$ cat src/hdl/bb3_pkg.sv
// Package for the 3x3 RGB box blur: frame size, pixel and request types,
// and the divide-by-nine helper. No dependencies.
`default_nettype none

package bb3_pkg;

  // Frame geometry (square frames, 4 to 4096 pixels a side)
  localparam int IMAGE_SIZE = 256;
  localparam int COL_W      = $clog2(IMAGE_SIZE);
  localparam int ROW_W      = $clog2(IMAGE_SIZE + 2);

  // Neighbourhood sum of nine 8-bit samples needs 12 bits
  localparam int SUM_W       = 12;
  localparam int RECIP_W     = 13;
  localparam int RECIP_SHIFT = 16;
  // ceil(2^16 / 9): exact quotient for every sum up to 9 * 255
  localparam logic [RECIP_W-1:0] RECIP_9 = 13'd7282;

  typedef struct packed {
    logic [7:0] red;
    logic [7:0] green;
    logic [7:0] blue;
  } px_t;

  // Input request
  typedef struct packed {
    logic [7:0] in_red;
    logic [7:0] in_green;
    logic [7:0] in_blue;
    logic       flush;
  } pix_t;

  // Output request
  typedef struct packed {
    logic [7:0] out_red;
    logic [7:0] out_green;
    logic [7:0] out_blue;
    logic       frame_end;
  } blur_t;

  // Per-request control carried from the position counters to the window
  typedef struct packed {
    logic             valid;
    logic             pixel_part;
    logic             last_item;
    logic             emit_a;        // finish previous row's last pixel
    logic             emit_b;        // normal result from the shifted window
    logic             col_one;       // left edge clamp
    logic             top_clamp;
    logic             bottom_clamp;
    logic [COL_W-1:0] col;
  } ctl_t;

  // Nine selected neighbourhood pixels, raster order
  typedef struct packed {
    logic          valid;
    logic          frame_end;
    px_t [8:0]     px;
  } taps_t;

  // Divide a neighbourhood sum by nine through the reciprocal
  function automatic logic [7:0] div9(input logic [SUM_W-1:0] s);
    logic [SUM_W+RECIP_W-1:0] p;
    p = {{RECIP_W{1'b0}}, s} * {{SUM_W{1'b0}}, RECIP_9};
    return p[RECIP_SHIFT +: 8];
  endfunction

endpackage

`default_nettype wire

$ cat src/hdl/bb3_window.sv
// 3x3 window register: shifts in one column per request and selects the
// nine clamped neighbours of the result. Depends on bb3_pkg.
`default_nettype none

module bb3_window (
  input  logic           clk,
  input  logic           rst,
  input  logic           en,
  input  bb3_pkg::ctl_t  ctl,
  input  bb3_pkg::px_t   pixel,
  input  bb3_pkg::px_t   top,
  input  bb3_pkg::px_t   mid,
  output bb3_pkg::taps_t taps
);
  import bb3_pkg::*;

  px_t        win  [3][3];   // [row][column], row 0 oldest, column 2 newest
  px_t        nw   [3][3];
  px_t        src  [3][3];
  px_t        bottom;
  logic [1:0] rsel [3];
  logic [1:0] csel [3];
  px_t [8:0]  sel;

  // Build the shifted window and pick the neighbourhood
  always_comb begin
    bottom = ctl.pixel_part ? pixel : mid;
    for (int k = 0; k < 3; k++) begin
      nw[k][0] = win[k][1];
      nw[k][1] = win[k][2];
    end
    nw[0][2] = top;
    nw[1][2] = mid;
    nw[2][2] = bottom;

    // The end-of-row result reads the window before this request's shift
    for (int i = 0; i < 3; i++) begin
      for (int j = 0; j < 3; j++) begin
        src[i][j] = ctl.emit_a ? win[i][j] : nw[i][j];
      end
    end

    // Clamp rows at the top and bottom edges
    rsel[0] = ctl.top_clamp ? 2'd1 : 2'd0;
    rsel[1] = 2'd1;
    rsel[2] = ctl.bottom_clamp ? 2'd1 : 2'd2;

    // Clamp columns: right edge for the end-of-row result, left edge otherwise
    if (ctl.emit_a) begin
      csel[0] = 2'd1;
      csel[1] = 2'd2;
      csel[2] = 2'd2;
    end else begin
      csel[0] = ctl.col_one ? 2'd1 : 2'd0;
      csel[1] = 2'd1;
      csel[2] = 2'd2;
    end

    for (int i = 0; i < 3; i++) begin
      for (int j = 0; j < 3; j++) begin
        sel[i*3 + j] = src[rsel[i]][csel[j]];
      end
    end
  end

  // Advance the window on every request that is not the final drain request
  always_ff @(posedge clk) begin
    if (en && ctl.valid && !ctl.last_item) begin
      for (int i = 0; i < 3; i++) begin
        for (int j = 0; j < 3; j++) begin
          win[i][j] <= nw[i][j];
        end
      end
    end
  end

  // Register the selected neighbourhood
  always_ff @(posedge clk) begin
    if (rst) begin
      taps.valid <= 1'b0;
    end else if (en) begin
      taps.valid <= ctl.valid && (ctl.emit_a || ctl.emit_b);
    end
    if (en) begin
      taps.frame_end <= ctl.last_item;
      taps.px        <= sel;
    end
  end

endmodule

`default_nettype wire

$ cat config.mk
export PLATFORM = sky130hd
export DESIGN_NAME = bb3_window
export DESIGN_NICKNAME = d
export VERILOG_FILES = /design/src/hdl/bb3_pkg.sv /design/src/hdl/bb3_window.sv
export SDC_FILE = /design/constraint.sdc
export NUM_CORES = 1
export LEC_CHECK = 0
export BUFFER_PORTS_ARGS = -buffer_cell sky130_fd_sc_hd__clkbuf_2
export CAP_MARGIN = 30
export CORE_MARGIN = 2
export CORE_UTILIZATION = 25
export CTS_CLUSTER_SIZE = 40
export DETAILED_ROUTE_END_ITERATION = 6
export MAX_ROUTING_LAYER = met4
export PLACE_DENSITY = 0.5
export REMOVE_ABC_BUFFERS = 1
export SLEW_MARGIN = 20
export SYNTH_ARGS = -nofsm -noshare
export SYNTH_HDL_FRONTEND = slang
export SYNTH_SLANG_ARGS = --single-unit
$ cat constraint.sdc
create_clock -name clk -period 11.28 [get_ports clk]
set_input_delay 2.82 -clock clk [delete_from_list [all_inputs] [get_ports clk]]
set_output_delay 2.82 -clock clk [all_outputs]
set_load 0.1 [all_outputs]
==> results.json <==
{
  "crit_fanout": 56,
  "setup_viol": 0,
  "routed_via_density": 4.41,
  "reg2reg_depth": 3,
  "fin_crit_sh_pct": 43.6,
  "htree_num_levels": 2,
  "grt_start_max_net_pins": 68,
  "initial_utilization_pct": 25.4,
  "ioPinCount": 309,
  "powerDensity_nw_per_um2": 194,
  "drive_gt1_share_pct": 39.4,
  "clock_path_buffers": 3,
  "grt_pass1_vias": 9343,
  "critPathLaunch": "ctl[12]",
  "antenna_found_initial": 1,
  "rows": 89,
  "tritoncts": "yes",
  "hold_start": "win[0][6]",
  "skew_ns": 0.0179,
  "grt_pass1_wl_um": 61700,
  "nets": 1328,
  "clk_latency_ns": 0.55,
  "avgSynthCellArea_um2": 15.5,
  "rsz0062_at_grt": "false",
  "dieArea_um2": 62000,
  "synth-seq-cells": 362,
  "slew_headroom_pct": 35.5,
  "arrival_ns": 5.31,
  "cap_violations": 0,
  "core-area_um2": 59100,
  "syn_inst": 965,
  "place_inst": 1966,
  "cts_sinks": 362,
  "whs_endpoint": "win[0][30]",
  "cts_setup_buffers": 0,
  "synth_warnings": 0,
  "drt_first_pass_iters": 5,
  "hold_viol_final": 0,
  "hold_depth": 0,
  "final-max-slew-violation-count": 0,
  "grt.overflow.total": 0,
  "cts_root_buffer": "clkbuf_16",
  "finalInstanceArea_um2": 18600,
  "drt-wirelength-per-cell_um": 20.4,
  "vias": 9005,
  "reg2reg_slack_ns": 9.93,
  "dp_hpwl_um": 25100,
  "tns_ns": 0,
  "finalNonFillerCells": 2043,
  "drc_errors": 0,
  "ctsHoldBuffers": 0,
  "post-route-min-period_ns": 4.92,
  "timing.hold.ws_ns": 0.442,
  "area_delta_synth_final_pct": 23.8,
  "drt-initial-drc-count": 486,
  "ir_drop_mv": 0.106,
  "fmax_mhz": 203,
  "place.gp.congestion": 0.723,
  "status": "finished clean",
  "drt_wl_total_um": 41600,
  "clk_pin_slew_ns": 0.06,
  "end_kind": "flip-flop",
  "netlist_area_um2": 15000,
  "place_area_um2": 17200,
  "path_class": "input port to flip-flop",
  "rr_startpoint": "win[1][22]",
  "numCtsBuffers": 42,
  "crit_path_start_kind": "input port",
  "synth_seq_area_share_pct": 72.4,
  "die_w_um": 249,
  "cts_resized": 0,
  "ant_nets": 0,
  "grt.total_usage_pct": 13.6,
  "synthDistinctLibCells": 28,
  "rr_endpoint": "taps[22]",
  "die_y_um": 249,
  "worst_pin_slew_ns": 0.967,
  "p_leak_nw": 6.98,
  "total_power_mw": 3.60,
  "n_fill_cell": 5914,
  "io_buffers": 300,
  "hp-class": "flip-flop to flip-flop",
  "required_ns": 11.67
}
[area by class of cell]
cell class / instances / area, um^2 / share of cell area [%]
Antenna cell: 1 / 2.50 / 0.0135
Clock buffer: 50 / 1140 / 6.16
Clock inverter: 26 / 259 / 1.39
Inverter: 2 / 10.0 / 0.0539
Multi-Input combinational cell: 514 / 3690 / 19.9
Sequential cell: 362 / 10900 / 58.5
Tap cell: 773 / 967 / 5.21
Timing Repair Buffer: 315 / 1630 / 8.79
[routing by layer]
metal  track usage, %  share of wire (%)
met5                -                  0
met3             3.90                5.9
met4             3.93                1.9
met2             21.7                 48
met1             16.7                 44
[cell usage in the layout (no fill, tap or decap), types with 2 or more instances in the layout]
cell type	Yosys	layout
clkinv_4	0	3
o22ai_1	23	23
o21ai_0	74	74
nand2_1	146	146
clkinv_2	0	8
clkbuf_16	0	45
edfxtp_1	361	361
a221oi_2	21	21
o2bb2ai_1	22	22
clkbuf_2	0	296
a21oi_1	2	2
a221oi_1	2	2
buf_4	12	18
nor2_1	23	22
mux2i_1	72	72
mux2_2	96	96
nor3_1	22	22
bufinv_16	0	5
nand2b_2	0	3
clkbuf_1	38	5
clkinv_1	0	9
[how the worst max path moves through the flow]
stage | to | slack, ns
4_1_cts | taps[166] | 6.24
6_report | taps[166] | 6.36
2_1_floorplan | win[0][0] | 1.71
3_3_place_gp | taps[166] | 5.62
5_1_grt | taps[166] | 6.18
3_5_place_dp | taps[166] | 5.64
[power breakdown]
part	internal, mW	switching (mW)	leakage, nW
clock	0.838	0.550	0.693
combinational	0.102	0.507	2.83
sequential	1.57	0.0316	3.46
[Yosys cell counts, drive strengths merged]
library cell  instances  share of area [%]
edfxtp              361                 72
nand2               146                3.7
mux2                 96                7.2
o21ai                74                2.5
mux2i                72                4.8
buf                  49                2.2
clkbuf               38               0.95
a221oi               23                2.2
nor2                 23               0.58
o22ai                23               0.96
nor3                 22               0.73
o2bb2ai              22                1.3
nand2b                4               0.17
a21oi                 2              0.067
inv                   2              0.050
a22oi                 1              0.050
a31oi                 1              0.042
and3b                 1              0.058
dfxtp                 1               0.13
nor2b                 1              0.042
o211ai                1              0.050
o221ai                1              0.058
or3                   1              0.042
[state kept, by name, summed over array words and instances (netlist names)]
register / flops
taps: 218
win: 144
[worst max-delay path: stages]
cell and delay (ns):
buf_4 0.61, buf_4 0.64, nand2b_2 0.34, buf_4 0.44, o221ai_1 0.21, a22oi_1 0.16
[cells by family (layout without fill, tap and decap cells)]
group | Yosys count | count (layout) | synth area share, %
muxes | 168 | 168 | 12.0
buffers and inverters | 89 | 393 | 3.15
other | 0 | 1 | 0
DFF | 362 | 362 | 72.4
and+or+nand+nor | 198 | 198 | 5.27
AOI/OAI and AO/OA | 148 | 148 | 7.20
[per-stage QoR]
step / setup WS [ns] / utilization [%]
finish: 6.36 / 31.4
global placement: 5.62 / 29.0
CTS: 6.24 / 31.4
global route: 6.18 / 31.4
floorplan: 1.71 / -
detailed placement: 5.64 / 29.0
No activity file was read; power rests on OpenSTA's default activity.
