--- config.mk ---
export PLATFORM = sky130hd
export DESIGN_NAME = bb3_average
export DESIGN_NICKNAME = d
export VERILOG_FILES = /design/src/hdl/bb3_pkg.sv /design/src/hdl/bb3_average.sv
export SDC_FILE = /design/constraint.sdc
export NUM_CORES = 1
export LEC_CHECK = 0
export ABC_CLOCK_PERIOD_IN_PS = 14200
export BUFFER_PORTS_ARGS = -buffer_cell sky130_fd_sc_hd__buf_2
export CAP_MARGIN = 20
export CORE_UTILIZATION = 45
export CTS_CLUSTER_DIAMETER = 200
export CTS_CLUSTER_SIZE = 40
export DETAILED_ROUTE_END_ITERATION = 8
export PLACE_DENSITY = 0.67
export SYNTH_ARGS = -nofsm -noshare
export SYNTH_HDL_FRONTEND = slang
export SYNTH_SLANG_ARGS = --single-unit
--- constraint.sdc ---
create_clock -name clk -period 14.2 [get_ports clk]
set_clock_uncertainty 0.05 [all_clocks]
set_input_delay 1.42 -clock clk [delete_from_list [all_inputs] [get_ports clk]]
set_output_delay 1.42 -clock clk [all_outputs]
set_load 0.005 [all_outputs]
--- src/hdl/bb3_pkg.sv ---
// Package for the 3x3 RGB box blur: frame size, pixel and request types,
// and the divide-by-nine helper. No dependencies.
`default_nettype none

package bb3_pkg;

  // Frame geometry (square frames, 4 to 4096 pixels a side)
  localparam int IMAGE_SIZE = 256;
  localparam int COL_W      = $clog2(IMAGE_SIZE);
  localparam int ROW_W      = $clog2(IMAGE_SIZE + 2);

  // Neighbourhood sum of nine 8-bit samples needs 12 bits
  localparam int SUM_W       = 12;
  localparam int RECIP_W     = 13;
  localparam int RECIP_SHIFT = 16;
  // ceil(2^16 / 9): exact quotient for every sum up to 9 * 255
  localparam logic [RECIP_W-1:0] RECIP_9 = 13'd7282;

  typedef struct packed {
    logic [7:0] red;
    logic [7:0] green;
    logic [7:0] blue;
  } px_t;

  // Input request
  typedef struct packed {
    logic [7:0] in_red;
    logic [7:0] in_green;
    logic [7:0] in_blue;
    logic       flush;
  } pix_t;

  // Output request
  typedef struct packed {
    logic [7:0] out_red;
    logic [7:0] out_green;
    logic [7:0] out_blue;
    logic       frame_end;
  } blur_t;

  // Per-request control carried from the position counters to the window
  typedef struct packed {
    logic             valid;
    logic             pixel_part;
    logic             last_item;
    logic             emit_a;        // finish previous row's last pixel
    logic             emit_b;        // normal result from the shifted window
    logic             col_one;       // left edge clamp
    logic             top_clamp;
    logic             bottom_clamp;
    logic [COL_W-1:0] col;
  } ctl_t;

  // Nine selected neighbourhood pixels, raster order
  typedef struct packed {
    logic          valid;
    logic          frame_end;
    px_t [8:0]     px;
  } taps_t;

  // Divide a neighbourhood sum by nine through the reciprocal
  function automatic logic [7:0] div9(input logic [SUM_W-1:0] s);
    logic [SUM_W+RECIP_W-1:0] p;
    p = {{RECIP_W{1'b0}}, s} * {{SUM_W{1'b0}}, RECIP_9};
    return p[RECIP_SHIFT +: 8];
  endfunction

endpackage

`default_nettype wire

--- src/hdl/bb3_average.sv ---
// Neighbourhood sum and divide by nine, ending in the output register.
// Depends on bb3_pkg.
`default_nettype none

module bb3_average (
  input  logic           clk,
  input  logic           rst,
  input  logic           en,
  input  bb3_pkg::taps_t taps,
  output logic           blur_valid,
  output bb3_pkg::blur_t blur
);
  import bb3_pkg::*;

  logic             sum_valid;
  logic             sum_end;
  logic [SUM_W-1:0] sum_r;
  logic [SUM_W-1:0] sum_g;
  logic [SUM_W-1:0] sum_b;
  logic [SUM_W-1:0] add_r;
  logic [SUM_W-1:0] add_g;
  logic [SUM_W-1:0] add_b;

  // Add the nine samples of each channel
  always_comb begin
    add_r = '0;
    add_g = '0;
    add_b = '0;
    for (int k = 0; k < 9; k++) begin
      add_r = add_r + {{(SUM_W-8){1'b0}}, taps.px[k].red};
      add_g = add_g + {{(SUM_W-8){1'b0}}, taps.px[k].green};
      add_b = add_b + {{(SUM_W-8){1'b0}}, taps.px[k].blue};
    end
  end

  // Hold the sums
  always_ff @(posedge clk) begin
    if (rst) begin
      sum_valid <= 1'b0;
    end else if (en) begin
      sum_valid <= taps.valid;
    end
    if (en) begin
      sum_end <= taps.frame_end;
      sum_r   <= add_r;
      sum_g   <= add_g;
      sum_b   <= add_b;
    end
  end

  // Divide and load the output register; it holds while stalled
  always_ff @(posedge clk) begin
    if (rst) begin
      blur_valid <= 1'b0;
    end else if (en) begin
      blur_valid <= sum_valid;
    end
    if (en) begin
      blur.out_red   <= div9(sum_r);
      blur.out_green <= div9(sum_g);
      blur.out_blue  <= div9(sum_b);
      blur.frame_end <= sum_end;
    end
  end

endmodule

`default_nettype wire

==> results_tabular.tex <==
\begin{tabular}{lr}
\hline
Metric & Value \\
\hline
\multicolumn{2}{l}{\textbf{Drt}} \\
\quad Pre-Repair DR Iteration Count & 4 \\
\quad Total DRC errors in the routed layout & 0 \\
\quad Routed vias/inst & 4.65 \\
\quad Overall routed net length & 23200 um \\
\quad Routed via count & 8654 \\
\quad Per-cell routed wire length & 12.5 um \\
\quad Number of violations reported at the end of detailed-routing iteration 0 & 211 \\
\quad Routed Antenna Nets & 0 \\
\multicolumn{2}{l}{\textbf{Job}} \\
\quad Maximum Capacitance Violations & 0 \\
\multicolumn{2}{l}{\textbf{Yosys}} \\
\quad Per-instance average area after synthesis & 10.7 um\^{}2 \\
\quad Number of nets in the synthesized netlist & 1925 \\
\quad Post-synth ARST share & 0\% \\
\quad Register bit count reported by yosys & 64 \\
\quad Post-synth top area share & 38.1\% \\
\quad Post-Synthesis Cells & 1216 \\
\quad Yosys cell types & 40 \\
\quad Cell type contributing the most total cell area after synthesis & sky130\_fd\_sc\_hd\_\_fa\_1 \\
\quad Sequential-to-total area share from yosys stat & 14.6\% \\
\quad Cell types occupying the most area after synthesis & sky130\_fd\_sc\_hd\_\_fa\_1 38\%, sky130\_fd\_sc\_hd\_\_ha\_1 23\%, sky130\_fd\_sc\_hd\_\_edfxtp\_1 14\% \\
\quad Top flip-flop cell by instance count after synthesis & sky130\_fd\_sc\_hd\_\_edfxtp\_1 \\
\quad Cell area after technology mapping & 0.0131 mm\^{}2 \\
\quad Number of flops mapped to enable cells by yosys & 62 \\
\quad Warnings from Yosys & 0 \\
\multicolumn{2}{l}{\textbf{GRT}} \\
\quad Total grt overflow & 0 \\
\quad Overall Global Routing Usage & 17.1\% \\
\quad Vias in the first global route & 9191 \\
\quad Global-route wire length before repair & 39900 um \\
\quad Number of antenna violations at the first check in global routing & 0 \\
\quad Maximum number of pins on one net before global-route repair & 65 \\
\multicolumn{2}{l}{\textbf{Critical path}} \\
\quad Crit path top cell by count & sky130\_fd\_sc\_hd\_\_fa\_1 \\
\quad Timing startpoint of the critical path & taps[162] \\
\quad Family with the most delay on the worst path & adder cells \\
\quad Register-to-register setup slack & 9120 ps \\
\quad Slowest CP cell & sky130\_fd\_sc\_hd\_\_fa\_1 \\
\quad Critical-path cell list & buf\_2 > fa\_1 > fa\_1 > fa\_1 > inv\_1 > fa\_1 > inv\_1 > ha\_1 > inv\_1 > fa\_1 > inv\_1 > a21oi\_1 > o21bai\_1 > a21o\_1 > a21oi\_1 > o21ai\_0 > xor2\_1 \\
\quad R2R Path End & blur[8] \\
\quad Critical Setup Path Class & input port to register \\
\quad Cells on worst reg2reg path & 16 \\
\quad Worst Setup Start Kind & input port \\
\quad Endpoint class of the critical path & register \\
\quad RR Startpoint & sum\_b[2] \\
\quad Stage delay of the slowest cell on the critical path & 560 ps \\
\quad CP bufs+invs & 5 \\
\quad Setup crit end & sum\_r[10] \\
\quad Critical Path Fanout Max & 2 \\
\quad Logic depth of the worst setup path including buffers & 17 \\
\quad Data arrival time of the critical path & 5180 ps \\
\quad Data required time at the worst endpoint & 14230 ps \\
\multicolumn{2}{l}{\textbf{STA}} \\
\quad Shortest clock period the worst path allows after layout & 5150 ps \\
\quad Headroom to the max-slew limit & 40.2\% \\
\quad Achievable clock frequency & 194 MHz \\
\quad Final period util & 36.3\% \\
\quad Count of final hold-check violations & 0 \\
\quad Setup Total Neg Slack & 0 ps \\
\quad Unrepaired setup endpoints after global routing & no \\
\quad Slew at the pin with the worst max-slew slack & 896 ps \\
\quad Final number of setup-violating endpoints & 0 \\
\quad Number of max-slew violations in the final report & 0 \\
\multicolumn{2}{l}{\textbf{Floorplanning}} \\
\quad Row count & 62 \\
\quad Die Y-Extent & 172 um \\
\quad Effective utilization at floorplan & 45.7\% \\
\quad Die extent in x & 172 um \\
\quad Placeable core area & 0.0286 mm\^{}2 \\
\quad Die Footprint & 0.0297 mm\^{}2 \\
\quad I/O pin cnt & 247 \\
\multicolumn{2}{l}{\textbf{CTS}} \\
\quad Post-CTS Setup Inserts & 0 \\
\quad Hold Buf Count CTS & 0 \\
\quad Count of H-tree levels built during CTS & 3 \\
\quad Clock transition at the registers of the reported paths & 50 ps \\
\quad Clock buffer depth & 2 \\
\quad TritonCTS clock tree & yes \\
\quad Worst skew pair latency & 340 ps \\
\quad Master cell of the clock root buffer & sky130\_fd\_sc\_hd\_\_clkbuf\_16 \\
\quad Cells resized by post-CTS repair & 0 \\
\quad Number of sinks handled by clock tree synthesis & 64 \\
\quad Number of buffers created by CTS & 9 \\
\multicolumn{2}{l}{\textbf{Finish}} \\
\quad Layout-stage area growth over the synthesis result & 15.3\% \\
\quad Share of layout cells above drive strength 1 & 18.1\% \\
\quad Inserted Diodes & 0 \\
\quad Total number of nets in the final design & 2183 \\
\quad Most frequent cells in the layout & 420 x sky130\_fd\_sc\_hd\_\_inv\_1, 249 x sky130\_fd\_sc\_hd\_\_fa\_1, 246 x sky130\_fd\_sc\_hd\_\_buf\_2 \\
\quad Most common library cell in the layout ignoring fill and taps & sky130\_fd\_sc\_hd\_\_inv\_1 \\
\multicolumn{2}{l}{\textbf{Outcome}} \\
\quad Status & finished clean \\
\multicolumn{2}{l}{\textbf{Placement}} \\
\quad Total of buffers placed on input and output ports & 246 \\
\quad Weighted congestion reported at the end of routability-driven placement & 0.866 \\
\quad Post-DP HPWL & 21500 um \\
\multicolumn{2}{l}{\textbf{Hold path}} \\
\quad Hold Crit Class & register to register \\
\hline
\end{tabular}
## registers in the layout, indices dropped and copies added, names as in the netlist
signal / count
blur: 25
sum_b: 12
sum_g: 12
sum_r: 12
blur_valid: 1
sum_end: 1
sum_valid: 1
## routing by layer
| metal | routed length [um] | vias to the layer above | global-route usage (%) | share of wire, % |
|---|---|---|---|---|
| li1 | - | 4251 | - | - |
| met1 | 9750 | 4248 | 20.5 | 42 |
| met2 | 12400 | 138 | 31.8 | 54 |
| met3 | 795 | 17 | 2.95 | 3.4 |
| met4 | 235 | 0 | 3.58 | 1.0 |
| met5 | 0 | - | 0 | 0 |
## worst min path at each step
stage	slack, ps	start	endpoint	cells past startpoint
finish	370	sum_end	blur[0]	0
global route	390	sum_end	blur[0]	0
CTS	370	sum_end	blur[0]	0
detailed placement	360	sum_end	blur[0]	0
global placement	350	sum_end	blur[0]	0
floorplan	350	sum_end	blur[0]	0
## synth_stat cells, types with 2 or more instances
cell / number
sky130_fd_sc_hd__ha_1: 239
sky130_fd_sc_hd__o22ai_1: 2
sky130_fd_sc_hd__nor4_1: 3
sky130_fd_sc_hd__a2111oi_0: 3
sky130_fd_sc_hd__dfxtp_1: 2
sky130_fd_sc_hd__nand4_1: 8
sky130_fd_sc_hd__nor2b_1: 6
sky130_fd_sc_hd__a211oi_1: 7
sky130_fd_sc_hd__xor2_1: 21
sky130_fd_sc_hd__inv_1: 420
sky130_fd_sc_hd__and3_1: 2
sky130_fd_sc_hd__mux2i_1: 2
sky130_fd_sc_hd__a21o_1: 16
sky130_fd_sc_hd__fa_1: 249
sky130_fd_sc_hd__or4_1: 2
sky130_fd_sc_hd__nand3_1: 6
sky130_fd_sc_hd__a21oi_1: 42
sky130_fd_sc_hd__o31a_1: 2
sky130_fd_sc_hd__o21ai_1: 6
sky130_fd_sc_hd__o21ai_2: 2
sky130_fd_sc_hd__nor2_1: 15
sky130_fd_sc_hd__o21a_1: 8
sky130_fd_sc_hd__o21bai_1: 8
sky130_fd_sc_hd__xnor2_1: 35
sky130_fd_sc_hd__nor3_1: 6
sky130_fd_sc_hd__o21ai_0: 16
sky130_fd_sc_hd__nand2_1: 14
sky130_fd_sc_hd__edfxtp_1: 62
## final cells by class
class,instances,area [um^2]
sequential,64,1900
timing repair buffer,247,1240
inverter,420,1580
tap,384,480
clock inverter,5,48.8
multi-input combinational,732,9590
fill,2585,13600
clock buffer,10,229
## per-stage QoR
step                utilization (%)  cells  hold WS, ps  instance area (um^2)  worst slack, ps
floorplan                         -   1216          350                 13100             9010
global placement               51.7   1847          355                 14800             8760
detailed placement             51.7   1847          357                 14800             8680
CTS                            52.6   1862          372                 15100             9040
global route                   52.6   1862          391                 15100             8830
finish                         52.6   1862          370                 15100             9050
## logic make-up after synthesis
kind of cell             share of synthesized area, %
AND/OR/NAND/NOR                                  2.52
multiplexers                                    0.153
flip-flops                                       14.6
XOR/XNOR                                         3.75
AO/OA/AOI/OAI                                    5.94
buffers and inverters                            12.1
adder cells (fa/ha/maj)                          61.0
Power is not shown: default switching activity piles up to over one toggle a cycle in this logic, so the estimate is an artifact.
